`config.mk`:
```
export PLATFORM = sky130hd
export DESIGN_NAME = hptc_isqrt
export DESIGN_NICKNAME = d
export VERILOG_FILES = /design/src/hdl/hptc_pkg.sv /design/src/hdl/hptc_isqrt.sv
export SDC_FILE = /design/constraint.sdc
export NUM_CORES = 1
export LEC_CHECK = 0
export ABC_AREA = 1
export BUFFER_PORTS_ARGS = -buffer_cell sky130_fd_sc_hd__buf_2
export CAP_MARGIN = 20
export CORE_MARGIN = 1.5
export CORE_UTILIZATION = 49
export CTS_CLUSTER_SIZE = 24
export DETAILED_ROUTE_END_ITERATION = 16
export GPL_TIMING_DRIVEN = 0
export PLACE_DENSITY = 0.69
export SLEW_MARGIN = 20
export SYNTH_ARGS = -nofsm -noshare
export SYNTH_HDL_FRONTEND = slang
export SYNTH_SLANG_ARGS = --single-unit
```
`constraint.sdc`:
```
create_clock -name clk -period 5.8 [get_ports clk]
set_clock_uncertainty 0.15 [all_clocks]
set_input_delay 0.58 -clock clk [delete_from_list [all_inputs] [get_ports clk]]
set_output_delay 0.58 -clock clk [all_outputs]
set_load 0.03 [all_outputs]
```
`src/hdl/hptc_pkg.sv`:
```
package hptc_pkg;

	// result status codes
	localparam logic [2:0] ST_MERGED = 3'd0;
	localparam logic [2:0] ST_NEW    = 3'd1;
	localparam logic [2:0] ST_FULL   = 3'd2;
	localparam logic [2:0] ST_ZERO   = 3'd3;
	localparam logic [2:0] ST_CLUS   = 3'd4;
	localparam logic [2:0] ST_EMPTY  = 3'd5;

	localparam logic [0:0] REQ_HIT   = 1'b0;
	localparam logic [0:0] REQ_FLUSH = 1'b1;

	localparam logic [0:0] REG_TIME_WINDOW = 1'b0;
	localparam logic [19:0] TIME_WINDOW_RST = 20'd80;

	localparam logic [55:0] SET_MAX = {56{1'b1}};
	localparam logic signed [47:0] POS_SUM_MAX = {1'b0, {47{1'b1}}};
	localparam logic signed [47:0] POS_SUM_MIN = {1'b1, {47{1'b0}}};
	localparam logic [19:0] T_MAX = {20{1'b1}};

	typedef struct packed {
		logic [31:0]        se;
		logic [55:0]        set;
		logic [63:0]        sq;
		logic signed [47:0] sx;
		logic signed [47:0] sy;
		logic signed [47:0] sz;
		logic [15:0]        hits;
	} slot_t;

	typedef struct packed {
		logic [2:0]  status;
		logic [6:0]  ch;
		logic [19:0] mt;
		logic [19:0] sp;
		logic [31:0] esum;
		logic [15:0] mx;
		logic [15:0] my;
		logic [15:0] mz;
		logic [15:0] hits;
		logic        last;
	} res_t;

endpackage

```
`src/hdl/hptc_isqrt.sv`:
```
// integer square root, one result bit per cycle
module hptc_isqrt import hptc_pkg::*; (
	input  logic        clk,
	input  logic        arst_n,
	input  logic        start,
	input  logic [63:0] radicand,
	output logic [31:0] root,
	output logic        done
);

	logic        busy_q;
	logic [4:0]  cnt_q;
	logic [63:0] rad_q;
	logic [34:0] rem_q;
	logic [31:0] root_q;
	logic        done_q;
	logic [34:0] rem2;
	logic [34:0] trial;
	logic        ge;

	assign rem2  = {rem_q[32:0], rad_q[63:62]};
	assign trial = {1'b0, root_q, 2'b01};
	assign ge    = rem2 >= trial;

	always_ff @(posedge clk or negedge arst_n) begin
		if (!arst_n) begin
			busy_q <= 1'b0;
			cnt_q  <= '0;
			done_q <= 1'b0;
		end else begin
			done_q <= busy_q && (cnt_q == '0);
			if (start) begin
				busy_q <= 1'b1;
				cnt_q  <= '1;
			end else if (busy_q) begin
				cnt_q <= cnt_q - 5'd1;
				if (cnt_q == '0)
					busy_q <= 1'b0;
			end
		end
	end

	always_ff @(posedge clk) begin
		if (start) begin
			rad_q  <= radicand;
			rem_q  <= '0;
			root_q <= '0;
		end else if (busy_q) begin
			rem_q  <= ge ? rem2 - trial : rem2;
			root_q <= {root_q[30:0], ge};
			rad_q  <= {rad_q[61:0], 2'b00};
		end
	end

	assign root = root_q;
	assign done = done_q;

endmodule

```
==> key figures <==
GRT
  – Largest net degree at the start of global routing: 46
  – First-pass GRT wire length: 35000 µm
  – Total track usage: 25.34%
  – Gr ovfl total: 0
  – Initial antenna violation count: 0
  – Vias in the first global route: 7116

Route
  – Final WL: 20970 µm
  – Remaining antenna violation count: 0
  – Wire per inst: 13.63 µm
  – DR pass1 iterations: 7
  – DRC viols: 0
  – Vias: 7504
  – Via/cell ratio: 4.876
  – DR iter-0 viols: 413

STA
  – Slew headroom: 48.98%
  – Minimum clock period: 2.555 ns
  – Final hold vios: 0
  – Worst-margin pin slew: 0.7625 ns
  – Setup violations, final: 0
  – F_max: 391.4 MHz
  – Tcrit/Tclk final: 44.05%
  – Max-slew violations: 0
  – TNS Setup: 0 ns
  – RSZ-0062 raised after global routing: false

Logic synthesis
  – Cell variety after synth: 34
  – EDFF count, synth: 64
  – Syn nets: 1290
  – FF+latch count, synth: 136
  – Seq/Total Area, Yosys: 41.50%
  – Primary FF master, synth: dfxtp_1
  – Ys Warns: 0
  – Synth Instances: 1187
  – Mapped Area: 8189 µm²
  – Mapped Avg Cell Area: 6.899 µm²
  – Async set or reset register ratio after synthesis: 5.147%

Critical path
  – Type of origin of the critical path: flip-flop
  – FF-to-FF End: rem_q[7]
  – Critical Path Sink Type: flip-flop
  – Buf+Inv Stages, Crit Path: 2
  – R2r startpoint: root[22]
  – CP max stage delay: 0.40 ns
  – Worst Path Required: 5.95 ns
  – R2r worst-path depth: 13
  – Critical path arrival: 2.71 ns
  – Crit path max-delay family: simple AND/OR/NAND/NOR gates
  – Crit-path max FO: 10
  – Reg-to-reg setup timing slack: 3.25 ns
  – Setup CP Type: reg -> reg
  – CP max-delay cell: ha_1
  – CP dominant cell by count: nand2_1
  – Critical Path, Cell by Cell: inv_1 > ha_1 > nand2_1 > nand2_1 > a21oi_1 > nand2_1 > nand2_1 > nand2_2 > nor2_8 > buf_2 > nand3_1 > nand3_1 > o21ai_1

Final layout
  – Most frequent cells in the layout: nand2_1, inv_1, buf_2
  – Final layout net count: 1409
  – Most common cell after layout, fill and taps aside: nand2_1
  – Synth-to-Final Area Change: 16.73%
  – Antenna diode count: 0
  – Share of cells above drive strength 1: 12.36%

Status
  – Run status: finished clean

Power and ir drop
  – VDD IR max: 0.2626 mV
  – P_leak: 5.158 nW
  – Tot Pwr: 5.043 mW
  – Pwr Density: 527.6 nW/µm²

Clock network
  – Clock Path Buffers: 2
  – Post-CTS Setup Inserts: 0
  – Worst-path clk slew: 0.07 ns
  – Post_cts resized: 0
  – Later-pin clock latency in the skew report: 0.43 ns
  – Clock root buffer: clkbuf_16
  – TritonCTS clock tree: yes
  – CTS buffer count: 17
  – Number of H-tree levels: 4
  – Clk sinks: 136
  – Hold buffers post-CTS: 1

Die
  – Die area: 17500 µm²
  – Initial Util: 49.73%
  – Core area: 16470 µm²
  – Die Wd: 132.3 µm
  – Die H: 132.3 µm
  – Num rows: 47
  – Ports: 100

Min path
  – Hold-critical path depth: 3
  – Worst min path class: in -> reg
  – Hold path start: radicand[1]
  – Worst Hold Endpoint: rad_q[1]

Placed design
  – IO buf count: 98
  – RePlAce Congestion: 0.9225
  – HPWL after DPL: 16060 µm

Run
  – Count of max-cap constraint violations: 0
-- worst reg2reg max path: stages, from the launching register on --
cell and delay [ns]:
dfxtp_1 0.33, inv_1 0.07, ha_1 0.40, nand2_1 0.11, nand2_1 0.08, a21oi_1 0.19
nand2_1 0.11, nand2_1 0.08, nand2_2 0.08, nor2_8 0.20, buf_2 0.33, nand3_1 0.13
nand3_1 0.10, o21ai_1 0.06
-- flip-flops by register name, summed over array words and instances, names as in the netlist --
name / count
cnt_q: 5
rad_q: 64
busy_q: 1
rem_q: 33
root: 32
done: 1
-- per-layer routing --
metal / up-vias / track usage (%) / share of wire, % / routed length (µm)
met5: - / 0 / 0 / 0
met4: 0 / 9.829 / 2.6 / 543
met3: 32 / 4.960 / 5.5 / 1158
met2: 223 / 41.56 / 46 / 9676
met1: 3304 / 33.14 / 46 / 9595
li1: 3945 / - / - / -
-- stage by stage --
stage | cell area [µm²] | setup slack (ns) | std cells | hold WS (ns) | util [%]
final | 9559 | 3.245 | 1539 | 0.2629 | 58.05
after global routing | 9559 | 3.000 | 1539 | 0.2628 | 58.05
after CTS | 9559 | 3.241 | 1539 | 0.2479 | 58.05
after detailed placement | 8979 | 3.151 | 1506 | 0.2755 | 54.53
after global placement | 8955 | 1.189 | 1505 | 0.2773 | 54.38
after floorplan | 8189 | 2.287 | 1187 | 0.1344 | -
-- cell families after synthesis --
kind of cell,after synthesis,synth area share (%)
compound gates,69,4.813
xor+xnor,15,1.604
fa+ha+maj,36,5.500
simple gates,720,36.53
flops,136,41.50
buf+inv,211,10.05
-- how the worst max path moves through the flow --
stage	end	cells past startpoint	start
3_3_place_gp	rad_q[31]	4	start
4_1_cts	rem_q[7]	13	root[22]
2_1_floorplan	rad_q[0]	4	start
3_5_place_dp	root[16]	6	start
5_1_grt	rem_q[5]	15	root[16]
6_report	rem_q[7]	13	root[22]
-- area by class of cell --
type | count | area [µm²]
clock buffers | 18 | 429.2
clock inverters | 14 | 141.4
well taps | 220 | 275.3
flip-flops and latches | 136 | 3398
fillers | 1604 | 6907
plain buffers | 34 | 162.7
inverters | 177 | 664.4
repair buffers | 100 | 520.5
multi-input cells | 840 | 3968
-- cell usage after synthesis (all sizes together), types with 5 or more instances --
cell / count / area share, %
a21oi: 21 / 1.3
xor2: 5 / 0.53
nor2: 56 / 3.0
o21ai: 13 / 0.79
nand2: 560 / 26
dfrtp: 7 / 2.1
nand3b: 17 / 1.6
dfxtp: 65 / 16
edfxtp: 64 / 23
o22ai: 31 / 2.4
buf: 13 / 0.98
clkbuf: 21 / 0.96
nand3: 71 / 4.5
nand4: 7 / 0.53
inv: 177 / 8.1
xnor2: 10 / 1.1
ha: 36 / 5.5
-- power by group --
part / internal [mW] / switching, mW
combinational: 0.948 / 1.78
clock: 0.601 / 0.467
sequential: 1.16 / 0.0815
No activity file was read; power rests on OpenSTA's default activity.
