**src/hdl/hptc_pkg.sv**
```systemverilog
package hptc_pkg;

	// result status codes
	localparam logic [2:0] ST_MERGED = 3'd0;
	localparam logic [2:0] ST_NEW    = 3'd1;
	localparam logic [2:0] ST_FULL   = 3'd2;
	localparam logic [2:0] ST_ZERO   = 3'd3;
	localparam logic [2:0] ST_CLUS   = 3'd4;
	localparam logic [2:0] ST_EMPTY  = 3'd5;

	localparam logic [0:0] REQ_HIT   = 1'b0;
	localparam logic [0:0] REQ_FLUSH = 1'b1;

	localparam logic [0:0] REG_TIME_WINDOW = 1'b0;
	localparam logic [19:0] TIME_WINDOW_RST = 20'd80;

	localparam logic [55:0] SET_MAX = {56{1'b1}};
	localparam logic signed [47:0] POS_SUM_MAX = {1'b0, {47{1'b1}}};
	localparam logic signed [47:0] POS_SUM_MIN = {1'b1, {47{1'b0}}};
	localparam logic [19:0] T_MAX = {20{1'b1}};

	typedef struct packed {
		logic [31:0]        se;
		logic [55:0]        set;
		logic [63:0]        sq;
		logic signed [47:0] sx;
		logic signed [47:0] sy;
		logic signed [47:0] sz;
		logic [15:0]        hits;
	} slot_t;

	typedef struct packed {
		logic [2:0]  status;
		logic [6:0]  ch;
		logic [19:0] mt;
		logic [19:0] sp;
		logic [31:0] esum;
		logic [15:0] mx;
		logic [15:0] my;
		logic [15:0] mz;
		logic [15:0] hits;
		logic        last;
	} res_t;

endpackage

```
**src/hdl/hptc_div.sv**
```systemverilog
// restoring divider, one quotient bit per cycle
module hptc_div import hptc_pkg::*; (
	input  logic        clk,
	input  logic        arst_n,
	input  logic        start,
	input  logic [63:0] dividend,
	input  logic [31:0] divisor,
	output logic [63:0] quotient,
	output logic        done
);

	logic        busy_q;
	logic [5:0]  cnt_q;
	logic [63:0] dvd_q;
	logic [31:0] rem_q;
	logic [31:0] div_q;
	logic        done_q;
	logic [32:0] rem2;
	logic        ge;

	assign rem2 = {rem_q, dvd_q[63]};
	assign ge   = rem2 >= {1'b0, div_q};

	always_ff @(posedge clk or negedge arst_n) begin
		if (!arst_n) begin
			busy_q <= 1'b0;
			cnt_q  <= '0;
			done_q <= 1'b0;
		end else begin
			done_q <= busy_q && (cnt_q == '0);
			if (start) begin
				busy_q <= 1'b1;
				cnt_q  <= '1;
			end else if (busy_q) begin
				cnt_q <= cnt_q - 6'd1;
				if (cnt_q == '0)
					busy_q <= 1'b0;
			end
		end
	end

	always_ff @(posedge clk) begin
		if (start) begin
			dvd_q <= dividend;
			div_q <= divisor;
			rem_q <= '0;
		end else if (busy_q) begin
			rem_q <= ge ? 32'(rem2 - {1'b0, div_q}) : rem2[31:0];
			dvd_q <= {dvd_q[62:0], ge};
		end
	end

	assign quotient = dvd_q;
	assign done     = done_q;

endmodule

```
**config.mk**
```make
export PLATFORM = sky130hd
export DESIGN_NAME = hptc_div
export DESIGN_NICKNAME = d
export VERILOG_FILES = /design/src/hdl/hptc_pkg.sv /design/src/hdl/hptc_div.sv
export SDC_FILE = /design/constraint.sdc
export NUM_CORES = 1
export LEC_CHECK = 0
export BUFFER_PORTS_ARGS = -buffer_cell sky130_fd_sc_hd__buf_4
export CAP_MARGIN = 20
export CORE_MARGIN = 2
export CORE_UTILIZATION = 40
export DETAILED_ROUTE_END_ITERATION = 6
export HOLD_SLACK_MARGIN = 0.12
export SYNTH_ARGS = -nofsm -noshare
export SYNTH_HDL_FRONTEND = slang
export SYNTH_SLANG_ARGS = --single-unit
```
**constraint.sdc**
```tcl
create_clock -name clk -period 3.33 [get_ports clk]
set_clock_uncertainty 0.2 [all_clocks]
set_input_delay 0.8325 -clock clk [delete_from_list [all_inputs] [get_ports clk]]
set_output_delay 0.8325 -clock clk [all_outputs]
set_load 0.02 [all_outputs]
```
==> impl_metrics.prom <==
# TYPE chip_impl_metric gauge
chip_impl_metric{name="buffer_ports.inserted",unit=""} 163
chip_impl_info{name="hold_path.class",value="reg2reg"} 1
chip_impl_metric{name="internal_power",unit="mW"} 3.39
chip_impl_metric{name="first_pass_iters",unit=""} 5
chip_impl_metric{name="worst_hold_path_stage_count",unit=""} 2
chip_impl_metric{name="final_min_period_over_clock_period",unit="%"} 94.2
chip_impl_metric{name="ctsHtreeMaxLevel",unit=""} 4
chip_impl_metric{name="synthAdderAreaFrac",unit="%"} 6.06
chip_impl_metric{name="yosysSeqAreaShare",unit="%"} 50.7
chip_impl_metric{name="gp_routability_congestion",unit=""} 0.891
chip_impl_metric{name="tightest_slew",unit="ns"} 0.759
chip_impl_metric{name="global_route.usage.met3",unit="%"} 8.43
chip_impl_metric{name="synth.mux.area_fraction",unit="%"} 11.2
chip_impl_metric{name="critical_path_arrival",unit="ns"} 3.28
chip_impl_metric{name="total_leakage_power",unit="nW"} 4.21
chip_impl_info{name="tritoncts",value="built"} 1
chip_impl_metric{name="final_hold_viol_count",unit=""} 0
chip_impl_metric{name="antenna_cells_inserted",unit=""} 0
chip_impl_metric{name="overall_die_area",unit="mm^2"} 0.0195
chip_impl_metric{name="synth.net_count",unit=""} 796
chip_impl_metric{name="synth.lib_cells_used.distinct",unit=""} 64
chip_impl_metric{name="syn_inst",unit=""} 662
chip_impl_info{name="startpoint_type_of_the_worst_setup_path",value="flop"} 1
chip_impl_metric{name="pwr-share-seq",unit="%"} 44.6
chip_impl_metric{name="core.rowCount",unit=""} 49
chip_impl_metric{name="synth_xor_xnor_area_share",unit="%"} 2.74
chip_impl_metric{name="grtUsageTotal",unit="%"} 18.7
chip_impl_metric{name="finalSetupViolCount",unit=""} 0
chip_impl_metric{name="drc",unit=""} 0
chip_impl_metric{name="grt_first_pass_wirelength",unit="um"} 29200
chip_impl_metric{name="yosys_warnings",unit=""} 0
chip_impl_metric{name="share_comb_of_total_power",unit="%"} 14.4
chip_impl_metric{name="total_of_flip_flops_plus_latches_after_synthesis",unit=""} 136
chip_impl_metric{name="routed_wire_length_per_instance",unit="um"} 16.5
chip_impl_metric{name="grt_remaining_overflow",unit=""} 0
chip_impl_metric{name="routed_wirelength",unit="um"} 17800
chip_impl_metric{name="synth_area_per_cell",unit="um^2"} 11.1
chip_impl_metric{name="vias",unit=""} 5688
chip_impl_metric{name="hold-worst-slack",unit="ns"} 0.292
chip_impl_info{name="globalRoute.busiestLayer",value="met2"} 1
chip_impl_metric{name="place.detailed.instances",unit=""} 1042
chip_impl_metric{name="worst_r2r_path_depth",unit=""} 11
chip_impl_metric{name="maxClockFrequency",unit="GHz"} 0.319
chip_impl_metric{name="finalNetCount",unit=""} 967
chip_impl_metric{name="core",unit="mm^2"} 0.0180
chip_impl_metric{name="period_minus_slack",unit="ns"} 3.14
chip_impl_metric{name="pin_count_of_the_biggest_net_entering_global_routing",unit=""} 71
chip_impl_metric{name="synthSimpleGateAreaFrac",unit="%"} 10.4
chip_impl_metric{name="cts-root-to-sink-buffers",unit=""} 2
chip_impl_metric{name="p_switching",unit="mW"} 1.13
chip_impl_info{name="crit_path_end_kind",value="flop"} 1
chip_impl_metric{name="maxSlewHeadroom",unit="%"} 49.2
chip_impl_metric{name="path_max_fanout",unit=""} 18
chip_impl_metric{name="grt_antenna_before_repair",unit=""} 0
chip_impl_info{name="r2r_startpoint",value="div_q[14]$_DFFE_PP_"} 1
chip_impl_metric{name="placedInstanceArea",unit="mm^2"} 0.00891
chip_impl_metric{name="groute.layer.met2.usage",unit="%"} 30.7
chip_impl_metric{name="p_clk_share",unit="%"} 41.0
chip_impl_metric{name="cts_inserted_buffers",unit=""} 17
chip_impl_info{name="synth_flop_cell",value="sky130_fd_sc_hd__edfxtp_1"} 1
chip_impl_metric{name="timing.final.ws_setup",unit="ns"} 0.192
chip_impl_metric{name="drive_above_1_share",unit="%"} 33.7
chip_impl_metric{name="worst-endpoint-required",unit="ns"} 3.47
chip_impl_metric{name="drv_slew",unit=""} 0
chip_impl_info{name="worst_setup_path_startpoint",value="div_q[14]$_DFFE_PP_"} 1
chip_impl_metric{name="fin_tns_setup",unit="ns"} 0
chip_impl_metric{name="avgViaCountPerCell",unit=""} 5.29
chip_impl_metric{name="drt_first_iter_violations",unit=""} 355
chip_impl_metric{name="r2r_slack",unit="ns"} 0.19
chip_impl_info{name="result_of_the_run",value="complete, no violations"} 1
chip_impl_info{name="holdCritStartpoint",value="rem_q[26]$_SDFFE_PP0P_"} 1
chip_impl_metric{name="die_x",unit="um"} 140
chip_impl_metric{name="initial_utilization",unit="%"} 40.9
chip_impl_metric{name="nFillCells",unit=""} 1620
chip_impl_metric{name="synth_compound_area_share",unit="%"} 14.7
chip_impl_metric{name="peakVddDrop",unit="uV"} 327
chip_impl_info{name="worst_setup_path_endpoint",value="rem_q[7]$_SDFFE_PP0P_"} 1
chip_impl_metric{name="first_global_vias",unit=""} 5797
chip_impl_metric{name="antenna_left",unit=""} 0
chip_impl_metric{name="postLayoutCellArea",unit="mm^2"} 0.00950
chip_impl_metric{name="io-pin-count",unit=""} 164
chip_impl_metric{name="instances_no_fill",unit=""} 1075
chip_impl_metric{name="totalPowerFinal",unit="mW"} 4.52
chip_impl_metric{name="synth_enable_flop_cells",unit=""} 96
chip_impl_metric{name="hpwl",unit="um"} 13100
chip_impl_metric{name="synthToLayoutAreaGrowth",unit="%"} 29.3
chip_impl_metric{name="cts_num_sinks",unit=""} 136
chip_impl_info{name="clock-root-buffer",value="sky130_fd_sc_hd__clkbuf_16"} 1
chip_impl_metric{name="maxCapViolations",unit=""} 0
chip_impl_metric{name="grt.met1_usage",unit="%"} 22.4
chip_impl_metric{name="async_flop_share",unit="%"} 5.88
chip_impl_info{name="crit_path_class",value="reg2reg"} 1
chip_impl_info{name="reg2reg_to",value="rem_q[7]$_SDFFE_PP0P_"} 1
chip_impl_info{name="rsz0062_at_grt",value="no"} 1
chip_impl_metric{name="place_worst_setup_slack",unit="ns"} 0.197
chip_impl_metric{name="power_density",unit="mW/mm^2"} 476
chip_impl_metric{name="synth.cell_area",unit="mm^2"} 0.00735
chip_impl_metric{name="utilization",unit="%"} 52.9
chip_impl_metric{name="die_height",unit="um"} 140
chip_impl_metric{name="clock_latency",unit="ns"} 0.42
chip_impl_metric{name="cts.reportedPaths.clkPinSlew",unit="ns"} 0.06
chip_impl_metric{name="power_switching_share",unit="%"} 25.1
chip_impl_info{name="synth_top_family_by_area",value="compound AO/OA/AOI/OAI gates"} 1
state kept, by name (all words and copies together) (netlist names):
name and cells:
rem_q 32, cnt_q 6, busy_q 1, done 1
div_q 32, quotient 64
how the worst min path moves through the flow:
stage          slack (ns)                      to
6_report             0.29  rem_q[26]$_SDFFE_PP0P_
5_1_grt              0.31  rem_q[25]$_SDFFE_PP0P_
3_5_place_dp         0.29  rem_q[26]$_SDFFE_PP0P_
4_1_cts              0.30  rem_q[26]$_SDFFE_PP0P_
3_3_place_gp         0.29   rem_q[1]$_SDFFE_PP0P_
2_1_floorplan        0.26  rem_q[31]$_SDFFE_PP0P_
worst max-delay path: stages, from the launching register on:
cell and delay, ns:
sky130_fd_sc_hd__edfxtp_1 0.33, sky130_fd_sc_hd__inv_1 0.05, sky130_fd_sc_hd__ha_1 0.37, sky130_fd_sc_hd__a21oi_1 0.21, sky130_fd_sc_hd__o31ai_2 0.13, sky130_fd_sc_hd__a311oi_1 0.40, sky130_fd_sc_hd__a31oi_1 0.22, sky130_fd_sc_hd__o21ai_4 0.42
sky130_fd_sc_hd__buf_4 0.32, sky130_fd_sc_hd__nand2_1 0.08, sky130_fd_sc_hd__o41a_1 0.11, sky130_fd_sc_hd__a211oi_2 0.20
cell families after synthesis:
logic type	after synthesis
buffers and inverters	76
XOR/XNOR	23
multiplexers	74
adder cells (fa/ha/maj)	35
flip-flops	136
AND/OR/NAND/NOR	161
AO/OA/AOI/OAI	157
synthesized netlist by cell type, types with 3 or more instances:
| cell | n | area [um^2] |
|---|---|---|
| sky130_fd_sc_hd__nand4_1 | 6 | 37.5 |
| sky130_fd_sc_hd__o21ai_0 | 21 | 105 |
| sky130_fd_sc_hd__a21oi_1 | 41 | 205 |
| sky130_fd_sc_hd__a221oi_1 | 3 | 26.3 |
| sky130_fd_sc_hd__nand3_1 | 10 | 50.1 |
| sky130_fd_sc_hd__nor3_1 | 15 | 75.1 |
| sky130_fd_sc_hd__mux2_2 | 64 | 721 |
| sky130_fd_sc_hd__inv_1 | 46 | 173 |
| sky130_fd_sc_hd__buf_4 | 3 | 22.5 |
| sky130_fd_sc_hd__mux2i_1 | 10 | 100 |
| sky130_fd_sc_hd__dfrtp_1 | 8 | 200 |
| sky130_fd_sc_hd__nor4_1 | 4 | 25.0 |
| sky130_fd_sc_hd__buf_2 | 5 | 25.0 |
| sky130_fd_sc_hd__o31ai_1 | 3 | 22.5 |
| sky130_fd_sc_hd__a31oi_1 | 4 | 25.0 |
| sky130_fd_sc_hd__a211oi_1 | 19 | 143 |
| sky130_fd_sc_hd__nor2_1 | 53 | 199 |
| sky130_fd_sc_hd__xor2_1 | 11 | 96.3 |
| sky130_fd_sc_hd__o21bai_1 | 3 | 22.5 |
| sky130_fd_sc_hd__dfxtp_1 | 32 | 641 |
| sky130_fd_sc_hd__nor2b_1 | 6 | 37.5 |
| sky130_fd_sc_hd__o221ai_1 | 3 | 26.3 |
| sky130_fd_sc_hd__a32oi_1 | 6 | 52.6 |
| sky130_fd_sc_hd__a21o_1 | 20 | 150 |
| sky130_fd_sc_hd__ha_1 | 34 | 425 |
| sky130_fd_sc_hd__nand2b_1 | 12 | 75.1 |
| sky130_fd_sc_hd__clkbuf_1 | 19 | 71.3 |
| sky130_fd_sc_hd__and3_1 | 4 | 25.0 |
| sky130_fd_sc_hd__a211o_1 | 3 | 26.3 |
| sky130_fd_sc_hd__edfxtp_1 | 96 | 2880 |
| sky130_fd_sc_hd__xnor2_1 | 12 | 105 |
| sky130_fd_sc_hd__nand2_1 | 38 | 143 |
| sky130_fd_sc_hd__o21a_1 | 8 | 60.1 |
power groups by stage:
stage / registers (mW) / clock network [mW] / logic [mW]
floorplan: 2.14 / 0 / 0.259
global placement: 2.04 / 0 / 0.647
detailed placement: 2.05 / 0 / 0.656
CTS: 2.02 / 1.90 / 0.658
global route: 2.03 / 1.98 / 0.709
finish: 2.01 / 1.85 / 0.652
layout make-up:
| class | instances | area, um^2 | share of cell area, % |
|---|---|---|---|
| well taps | 229 | 287 | 3.02 |
| multi-input cells | 450 | 3320 | 34.9 |
| clock buffers | 19 | 433 | 4.56 |
| clock inverters | 13 | 146 | 1.54 |
| repair buffers | 182 | 1420 | 14.9 |
| flip-flops and latches | 136 | 3720 | 39.2 |
| inverters | 46 | 173 | 1.82 |
timing repair:
action / CTS / global route
hold buffers: 1 / 0
setup buffers: 0 / 0
resized for setup: 0 / 0
hold endpoints to repair: 8 / 0
setup endpoints to repair: 0 / 3
layer usage:
metal | vias to the layer above | share of wire, % | routed length (um)
li1 | 2793 | - | -
met1 | 2711 | 42 | 7470
met2 | 174 | 48 | 8530
met3 | 10 | 8.9 | 1580
met4 | 0 | 0.97 | 172
met5 | - | 0 | 0
cell usage in the layout, fill, tap and decap left out, drive strengths merged, types with 12 or more instances in the layout:
| cell | instances |
|---|---|
| a211oi | 21 |
| a21o | 20 |
| a21oi | 41 |
| buf | 181 |
| clkbuf | 19 |
| dfxtp | 32 |
| edfxtp | 96 |
| ha | 34 |
| inv | 49 |
| mux2 | 64 |
| nand2 | 38 |
| nand2b | 12 |
| nor2 | 53 |
| nor3 | 15 |
| o21ai | 22 |
| xnor2 | 12 |
Note: power is estimated with default switching activity, not from simulation.
